===== src/rtl/core/kfs_pkg.sv =====
`timescale 1ns / 1ps
`default_nettype none
// ----------------------------------------------------------------------------
// kfs_pkg
// Shared types and constants for the keyboard queue with strobe.
// ----------------------------------------------------------------------------
package kfs_pkg;

	typedef enum logic [1:0] {
		OP_KEYPRESS    = 2'd0,
		OP_READ_DATA   = 2'd1,
		OP_READ_STROBE = 2'd2,
		OP_TOGGLE_CAPS = 2'd3
	} kfs_op_t;

	localparam logic [2:0] SK_NONE   = 3'd0;
	localparam logic [2:0] SK_LEFT   = 3'd1;
	localparam logic [2:0] SK_UP     = 3'd2;
	localparam logic [2:0] SK_RIGHT  = 3'd3;
	localparam logic [2:0] SK_DOWN   = 3'd4;
	localparam logic [2:0] SK_DELETE = 3'd5;

	localparam logic CFG_BUFFER_ENABLE = 1'b0;
	localparam logic CFG_OLDER_MODEL   = 1'b1;

	localparam logic [7:0] STROBE_BIT = 8'h80;

	localparam logic [6:0] CH_LOWER_A  = 7'h61;
	localparam logic [6:0] CH_LOWER_Z  = 7'h7A;
	localparam logic [6:0] CH_BACKTICK = 7'h60;
	localparam logic [6:0] CH_BSLASH   = 7'h5C;
	localparam logic [6:0] CH_LBRACKET = 7'h5B;
	localparam logic [6:0] CH_RBRACKET = 7'h5D;
	localparam logic [6:0] CH_RETURN   = 7'h0D;
	localparam logic [6:0] CH_LINEFEED = 7'h0A;
	localparam logic [6:0] CTRL_BSLASH   = 7'd28;
	localparam logic [6:0] CTRL_LBRACKET = 7'd27;
	localparam logic [6:0] CTRL_RBRACKET = 7'd29;
	localparam logic [6:0] CASE_OFFSET   = 7'd32;

	typedef struct packed {
		logic older_model;
		logic caps_on;
	} kfs_mode_t;

	typedef struct packed {
		logic       drop;
		logic [6:0] code;
	} kfs_code_t;

	// Arrow and delete codes of both machine generations.
	function automatic logic [6:0] special_code(input logic [2:0] sk, input logic older);
		logic [6:0] c;
		begin
			unique case (sk)
				SK_LEFT:   c = 7'h08;
				SK_UP:     c = older ? 7'h0D : 7'h0B;
				SK_RIGHT:  c = 7'h15;
				SK_DOWN:   c = older ? 7'h2F : 7'h0A;
				SK_DELETE: c = older ? 7'h00 : 7'h7F;
				default:   c = 7'h00;
			endcase
			return c;
		end
	endfunction

endpackage
`default_nettype wire


===== src/rtl/core/keyboard_fifo_with_strobe.sv =====
`timescale 1ns / 1ps
`default_nettype none
// Keypresses and caps toggles are accepted back to back.
// In a data or strobe read the head entry comes from the registered key memory
// read in the cycle after the request, and read_byte is registered once the
// output is free. No new request is taken until read_byte has been registered.
// Reset empties the queue, turns caps lock on and enables the full queue;
// entries never written read as zero, so no clearing pass is needed.
// ----------------------------------------------------------------------------
// keyboard_fifo_with_strobe
// Keyboard port with a ring queue of key codes, a data port and a strobe port.
// ----------------------------------------------------------------------------
module keyboard_fifo_with_strobe
	import kfs_pkg::*;
#(
	parameter int QUEUE_DEPTH = 16
) (
	input  wire logic       clk,
	input  wire logic       arst_n,
	input  wire logic       cfg_valid,
	output      logic       cfg_ready,
	input  wire logic       cfg_index,
	input  wire logic       cfg_data,
	input  wire logic       in_valid,
	output      logic       in_ready,
	input  wire logic [1:0] operation,
	input  wire logic [6:0] key_char,
	input  wire logic [2:0] special_key,
	input  wire logic       ctrl_held,
	input  wire logic       key_held,
	output      logic       out_valid,
	input  wire logic       out_ready,
	output      logic [7:0] read_byte
);

	localparam int IDX_W = $clog2(QUEUE_DEPTH);
	localparam int CNT_W = $clog2(QUEUE_DEPTH + 1);

	typedef enum logic [1:0] {
		S_IDLE = 2'b01,
		S_READ = 2'b10
	} state_t;

	state_t           state_q;
	logic             buffer_enable_q;
	logic             older_model_q;
	logic             caps_on_q;
	logic [IDX_W-1:0] wr_idx_q;
	logic [IDX_W-1:0] rd_idx_q;
	logic [CNT_W-1:0] count_q;
	logic [6:0]       last_key_q;
	logic             strobe_rd_s1;
	logic             key_held_s1;
	logic             out_valid_q;
	logic [7:0]       read_byte_q;

	kfs_mode_t        mode;
	kfs_code_t        key_code;
	logic             accept;
	kfs_op_t          op;
	logic             full;
	logic             empty;
	logic             store_we;
	logic             store_re;
	logic [6:0]       head_code;
	logic             out_free;

	function automatic logic [IDX_W-1:0] advance(input logic [IDX_W-1:0] idx,
			input logic buf_en);
		begin
			if (!buf_en || idx == IDX_W'(QUEUE_DEPTH - 1)) begin
				return '0;
			end
			return idx + 1'b1;
		end
	endfunction

	assign op       = kfs_op_t'(operation);
	assign in_ready = (state_q == S_IDLE);
	assign accept   = in_valid && in_ready;
	assign cfg_ready = 1'b1;
	assign mode.older_model = older_model_q;
	assign mode.caps_on     = caps_on_q;

	// With a single-entry queue any nonzero count is treated as full.
	assign full  = buffer_enable_q ? (count_q == CNT_W'(QUEUE_DEPTH)) : (count_q != '0);
	assign empty = (count_q == '0);

	kfs_keycode u_keycode (
		.key_char    (key_char),
		.special_key (special_key),
		.ctrl_held   (ctrl_held),
		.mode        (mode),
		.result      (key_code)
	);

	assign store_we = accept && (op == OP_KEYPRESS) && !key_code.drop;
	assign store_re = accept && (op == OP_READ_DATA || op == OP_READ_STROBE);

	kfs_store #(
		.DEPTH (QUEUE_DEPTH)
	) u_store (
		.clk    (clk),
		.arst_n (arst_n),
		.we     (store_we),
		.waddr  (wr_idx_q),
		.wdata  (key_code.code),
		.re     (store_re),
		.raddr  (rd_idx_q),
		.rdata  (head_code)
	);

	assign out_free = !out_valid_q || out_ready;

	always_ff @(posedge clk or negedge arst_n) begin
		if (!arst_n) begin
			buffer_enable_q <= 1'b1;
			older_model_q   <= 1'b0;
		end else if (cfg_valid && cfg_ready) begin
			unique case (cfg_index)
				CFG_BUFFER_ENABLE: buffer_enable_q <= cfg_data;
				CFG_OLDER_MODEL:   older_model_q   <= cfg_data;
				default: ;
			endcase
		end
	end

	always_ff @(posedge clk) begin
		if (accept) begin
			strobe_rd_s1 <= (op == OP_READ_STROBE);
			key_held_s1  <= key_held;
		end
	end

	always_ff @(posedge clk or negedge arst_n) begin
		if (!arst_n) begin
			state_q     <= S_IDLE;
			caps_on_q   <= 1'b1;
			wr_idx_q    <= '0;
			rd_idx_q    <= '0;
			count_q     <= '0;
			last_key_q  <= '0;
			out_valid_q <= 1'b0;
			read_byte_q <= '0;
		end else begin
			if (out_ready) begin
				out_valid_q <= 1'b0;
			end
			unique case (state_q)
				S_IDLE: begin
					if (accept) begin
						unique case (op)
							OP_KEYPRESS: begin
								if (!key_code.drop) begin
									wr_idx_q <= advance(wr_idx_q, buffer_enable_q);
									if (full) begin
										// Overwrite the oldest entry.
										rd_idx_q <= advance(rd_idx_q, buffer_enable_q);
									end else begin
										count_q <= count_q + 1'b1;
									end
								end
							end
							OP_TOGGLE_CAPS: begin
								if (!older_model_q) begin
									caps_on_q <= !caps_on_q;
								end
							end
							default: begin
								state_q <= S_READ;
							end
						endcase
					end
				end
				S_READ: begin
					if (out_free) begin
						out_valid_q <= 1'b1;
						state_q     <= S_IDLE;
						if (strobe_rd_s1) begin
							read_byte_q <= {key_held_s1, head_code};
							if (!empty) begin
								count_q  <= count_q - 1'b1;
								rd_idx_q <= advance(rd_idx_q, buffer_enable_q);
							end
						end else if (!empty) begin
							read_byte_q <= STROBE_BIT | {1'b0, head_code};
							last_key_q  <= head_code;
						end else begin
							read_byte_q <= {1'b0, last_key_q};
						end
					end
				end
				default: begin
					state_q <= S_IDLE;
				end
			endcase
		end
	end

	assign out_valid = out_valid_q;
	assign read_byte = read_byte_q;

	a_count_bound: assert property (@(posedge clk) disable iff (!arst_n)
		count_q <= CNT_W'(QUEUE_DEPTH))
		else $error("entry count exceeds queue depth");

	a_no_rw_overlap: assert property (@(posedge clk) disable iff (!arst_n)
		!(store_we && store_re))
		else $error("key memory read and write in the same cycle");

	a_read_finishes: assert property (@(posedge clk) disable iff (!arst_n)
		(state_q == S_READ && out_free) |=> (out_valid && state_q == S_IDLE))
		else $error("read request did not produce a result");

	a_single_entry_index: assert property (@(posedge clk) disable iff (!arst_n)
		(accept && op == OP_KEYPRESS && !key_code.drop && !buffer_enable_q)
			|=> (wr_idx_q == '0))
		else $error("write index left zero with the queue disabled");

endmodule
`default_nettype wire


===== src/rtl/core/kfs_keycode.sv =====
`timescale 1ns / 1ps
`default_nettype none
// ----------------------------------------------------------------------------
// kfs_keycode
// Turns a decoded character or special key into the 7-bit machine key code.
// ----------------------------------------------------------------------------
module kfs_keycode
	import kfs_pkg::*;
(
	input  wire logic [6:0] key_char,
	input  wire logic [2:0] special_key,
	input  wire logic       ctrl_held,
	input  wire kfs_mode_t  mode,
	output kfs_code_t       result
);

	logic [6:0] ctrl_k;
	logic       is_lower;
	logic       ctrl_lower;

	assign ctrl_lower = (key_char >= CH_LOWER_A) && (key_char <= CH_LOWER_Z);

	always_comb begin
		ctrl_k = key_char;
		if (ctrl_held) begin
			if (ctrl_lower) begin
				ctrl_k = key_char - CH_BACKTICK;
			end else if (key_char == CH_BSLASH) begin
				ctrl_k = CTRL_BSLASH;
			end else if (key_char == CH_LBRACKET) begin
				ctrl_k = CTRL_LBRACKET;
			end else if (key_char == CH_RBRACKET) begin
				ctrl_k = CTRL_RBRACKET;
			end else if (key_char == CH_RETURN) begin
				ctrl_k = CH_LINEFEED;
			end
		end
	end

	assign is_lower = (ctrl_k >= CH_LOWER_A) && (ctrl_k <= CH_LOWER_Z);

	always_comb begin
		result.drop = (special_key > SK_DELETE);
		if (special_key != SK_NONE) begin
			result.code = special_code(special_key, mode.older_model);
		end else if (mode.older_model) begin
			// The older machine has no lowercase at all.
			result.code = (ctrl_k >= CH_BACKTICK) ? ctrl_k - CASE_OFFSET : ctrl_k;
		end else begin
			result.code = (mode.caps_on && is_lower) ? ctrl_k - CASE_OFFSET : ctrl_k;
		end
	end

endmodule
`default_nettype wire


===== src/rtl/core/kfs_store.sv =====
`timescale 1ns / 1ps
`default_nettype none
// ----------------------------------------------------------------------------
// kfs_store
// Key code memory with one write and one registered read port. Entries that
// were never written since reset read as zero through per-entry valid bits.
// ----------------------------------------------------------------------------
module kfs_store
	import kfs_pkg::*;
#(
	parameter int DEPTH = 16,
	localparam int IDX_W = $clog2(DEPTH)
) (
	input  wire logic             clk,
	input  wire logic             arst_n,
	input  wire logic             we,
	input  wire logic [IDX_W-1:0] waddr,
	input  wire logic [6:0]       wdata,
	input  wire logic             re,
	input  wire logic [IDX_W-1:0] raddr,
	output      logic [6:0]       rdata
);

	logic [6:0]       mem_q [DEPTH];
	logic [DEPTH-1:0] valid_q;
	logic [6:0]       rdata_s1;
	logic             rvalid_s1;

	always_ff @(posedge clk) begin
		if (we) begin
			mem_q[waddr] <= wdata;
		end
		if (re) begin
			rdata_s1 <= mem_q[raddr];
		end
	end

	always_ff @(posedge clk or negedge arst_n) begin
		if (!arst_n) begin
			valid_q   <= '0;
			rvalid_s1 <= 1'b0;
		end else begin
			if (we) begin
				valid_q[waddr] <= 1'b1;
			end
			if (re) begin
				rvalid_s1 <= valid_q[raddr];
			end
		end
	end

	assign rdata = rvalid_s1 ? rdata_s1 : 7'd0;

endmodule
`default_nettype wire


===== config.mk =====
export PLATFORM = sky130hd
export DESIGN_NAME = keyboard_fifo_with_strobe
export DESIGN_NICKNAME = d
export VERILOG_FILES = /design/src/rtl/core/kfs_pkg.sv /design/src/rtl/core/keyboard_fifo_with_strobe.sv /design/src/rtl/core/kfs_keycode.sv /design/src/rtl/core/kfs_store.sv
export SDC_FILE = /design/constraint.sdc
export NUM_CORES = 1
export LEC_CHECK = 0
export BUFFER_PORTS_ARGS = -buffer_cell sky130_fd_sc_hd__buf_2
export CELL_PAD_IN_SITES_DETAIL_PLACEMENT = 1
export CELL_PAD_IN_SITES_GLOBAL_PLACEMENT = 2
export CORE_ASPECT_RATIO = 1.75
export CORE_MARGIN = 4
export CORE_UTILIZATION = 40
export CTS_CLUSTER_SIZE = 20
export DETAILED_ROUTE_END_ITERATION = 10
export GPL_TIMING_DRIVEN = 0
export PLACE_DENSITY_LB_ADDON = 0.05
export SYNTH_ARGS = -nofsm -noshare
export SYNTH_HDL_FRONTEND = slang
export SYNTH_SLANG_ARGS = --single-unit

===== constraint.sdc =====
create_clock -name clk -period 2.5 [get_ports clk]
set_input_delay 0.25 -clock clk [delete_from_list [all_inputs] [get_ports clk]]
set_output_delay 0.25 -clock clk [all_outputs]
set_load 0.02 [all_outputs]

==> impl_metrics.tcl <==
set metrics [dict create \
    finalWirelength_um 20300 \
    worst_slack_ns -0.175 \
    clock_sinks 172 \
    violations "setup timing" \
    synth_area_mm2 0.00760 \
    gp_congestion 0.806 \
    cp.required_ns 2.61 \
    critPathArrivalTime_ns 2.79 \
    cp_slowest_cell "or4_4" \
    cts_tree "yes" \
    vias 4869 \
    drv_slew 0 \
    worst_pin_slew_ns 0.992 \
    period_share 1.07 \
    initial_core_util 0.407 \
    grt_pass1_wl_um 31700 \
    synth.distinct_cells 63 \
    fp.dieArea_mm2 0.0214 \
    dr.first_iter.drc_count 308 \
    synth_seq_area_share 0.646 \
    crit_chain "buf_8, or4_4, o211ai_4, a21bo_4, mux2i_4, ha_4, o21ai_1, a31oi_1, o21ai_2, buf_4, o211ai_1, buf_4, nand3_4" \
    wire_per_inst_um 22.9 \
    ys_top_cells_by_area "edfxtp_1, dfrtp_1, mux4_2" \
    grt_max_degree 52 \
    finalSetupViolCount 32 \
    highest_layer "met4" \
    path_common_cell "buf_4" \
    ant_nets 0 \
    drc 0 \
    dr_wl_met3_um 461 \
    yosysWarnings 0 \
    dp_slack_ns -1.02 \
    area_growth_pct 20.5 \
    hold_viol 0 \
    clockBufferDepth 2 \
    cts_max_level 4 \
    crit_path_start_kind "primary input" \
    drtPass1Iterations 4 \
    dpl.hpwl_um 13900 \
    setup-tns-final_ns -5.26 \
    hp-class "primary input to flop" \
    synthArstFlopShare 0.297 \
    clk_pin_slew_ns 0.06 \
    synthCells 567 \
    synth_ff_type "edfxtp_1" \
    final_common_cell "edfxtp_1" \
    post-route-util 0.491 \
    clkLatencyLatePin_ns 0.42 \
    core_mm2 0.0187 \
    antenna_found_initial 0 \
    grt_usage 0.200 \
    syn_nets 602 \
    die_w_um 112 \
    p_leak_nw 3.39 \
    grt_pass1_vias 5415 \
    layout.nets 669 \
    post_drt_via_cell_ratio 5.50 \
    numCtsBuffers 17 \
    power_mw 8.49 \
    synth_edf_count 121 \
    ctsRootBufferMaster "clkbuf_16" \
    yosysTopAreaCell "edfxtp_1" \
    finClkSkew_ns 0.0124 \
    die_y_um 190 \
    dp.cells 834 \
    relSlewSlack 0.338 \
    mostFrequentLayoutCells "edfxtp_1, nand2_1, dfrtp_1" \
    ios 32 \
    io_buffers 28 \
    antenna_cells 0 \
    outcome "finished, violations left" \
    power_density_mw_per_mm2 927 \
    maxCapViolCount 0 \
    fmax_ghz 0.374 \
    netlist.area_leader.share 0.478 \
    syn_area_per_cell_um2 13.4 \
    drive_gt1_frac 0.247 \
    std_cell_rows 66 \
    cp_slowest_stage_delay_ns 0.55 \
    dr_wl_met2_um 11600 \
    ys_ff_latch 172 \
    cp-end-kind "flop" \
    rsz0062_at_grt "true" \
    instances_no_fill 885 \
    grt_overflow_total 0 \
    worstPathMaxFanout 8 \
    min_period_ns 2.68 \
    vdd_ir_drop_max_v 0.000567 \
    path_class "primary input to flop" \
    wl_met1_um 7550 \
]
==> layout make-up <==
| cell class | instances | area, µm² |
|---|---|---|
| fillers | 1931 | 9510 |
| flip-flops and latches | 172 | 4910 |
| multi-input cells | 350 | 2820 |
| clock buffers | 25 | 497 |
| repair buffers | 48 | 383 |
| well taps | 238 | 298 |
| plain buffers | 28 | 128 |
| inverters | 17 | 63.8 |
| clock inverters | 7 | 57.6 |
==> power by group <==
group / total (mW) / internal (mW) / switching (mW)
logic: 2.36 / 0.934 / 1.43
registers: 3.63 / 3.44 / 0.194
clock network: 2.49 / 1.40 / 1.10
total: 8.49 / 5.77 / 2.72
==> final timing paths <==
check | slack [ns] | from | to | depth (start not counted)
min in group asynchronous | 0.41 | arst_n | out_valid$_DFF_PN0_ | 2
hold / removal | 0.08 | cfg_data | older_model_q$_DFFE_PN0P_ | 2
hold reg to reg | 0.46 | u_store.valid_q[15]$_DFFE_PN0P_ | u_store.valid_q[15]$_DFFE_PN0P_ | 1
setup / recovery | -0.18 | key_char[3] | u_store.mem_q[12][6]$_DFFE_PP_ | 13
max in group asynchronous | 1.59 | arst_n | u_store.valid_q[11]$_DFFE_PN0P_ | 2
setup reg to reg | 0.11 | rd_idx_q[0]$_DFFE_PN0P_ | u_store.rdata_s1[1]$_DFFE_PP_ | 7
==> kinds of logic after synthesis <==
family / Yosys count / share of synthesized area
AOI/OAI and AO/OA: 123 / 0.103
and+or+nand+nor: 151 / 0.0978
other: 1 / 0.000493
DFF: 172 / 0.646
adders and majority gates: 14 / 0.0240
muxes: 51 / 0.0948
buffers and inverters: 47 / 0.0249
xor gates and xnor gates: 8 / 0.00922
==> stage by stage <==
step / cell area (µm²) / hold WS, ns
floorplan: 7620 / -0.0456
global placement: 8060 / 0.435
detailed placement: 8070 / 0.438
CTS: 9110 / 0.0710
global route: 9160 / 0.0832
finish: 9160 / 0.0825
==> registers in the layout (all words and copies together), names as in the netlist <==
signal             flops
buffer_enable_q        1
caps_on_q              1
count_q                5
key_held_s1            1
last_key_q             7
older_model_q          1
out_valid              1
rd_idx_q               4
read_byte              8
state_q                2
strobe_rd_s1           1
u_store.mem_q        112
u_store.rdata_s1       7
u_store.rvalid_s1      1
u_store.valid_q       16
wr_idx_q               4
==> layer usage <==
layer | vias to the layer above | global-route usage
met5 | - | 0
met4 | 0 | 0.0796
met3 | 28 | 0.0333
met2 | 73 | 0.387
met1 | 2511 | 0.211
li1 | 2257 | -
==> critical path, delay by kind of cell <==
kind,cells,cell delay [ns]
AOI/OAI and AO/OA,6,0.85
adders and majority gates,1,0.21
buffers and inverters,3,0.45
muxes,1,0.30
and+or+nand+nor,2,0.71
==> synthesized netlist by cell type, types with 2 or more instances <==
master,instances
a211oi_1,3
a21o_1,4
a21oi_1,27
a221oi_1,8
a22oi_1,9
a31oi_1,3
and2_1,3
and3_1,2
buf_2,7
clkbuf_1,21
dfrtp_1,48
dfstp_2,3
edfxtp_1,121
ha_1,13
inv_1,16
mux2_2,8
mux2i_1,27
mux4_2,16
nand2_1,59
nand2b_1,7
nand3_1,6
nand3b_1,2
nor2_1,29
nor2b_1,4
nor3_1,6
nor4_1,3
o211ai_1,3
o211ai_2,2
o21ai_0,28
o21ai_1,18
o31ai_1,4
or2_1,16
or3_1,3
or4_1,3
xnor2_1,4
xor2_1,4
==> repair_timing <==
action                     4_1_cts  5_1_grt
setup endpoints to repair      183       80
pin swaps                       13        9
hold buffers                     1        1
setup buffers                   14        3
hold endpoints to repair         1       48
cloned                           2        0
resized for setup               69        6
No activity file was read; power rests on OpenSTA's default activity.
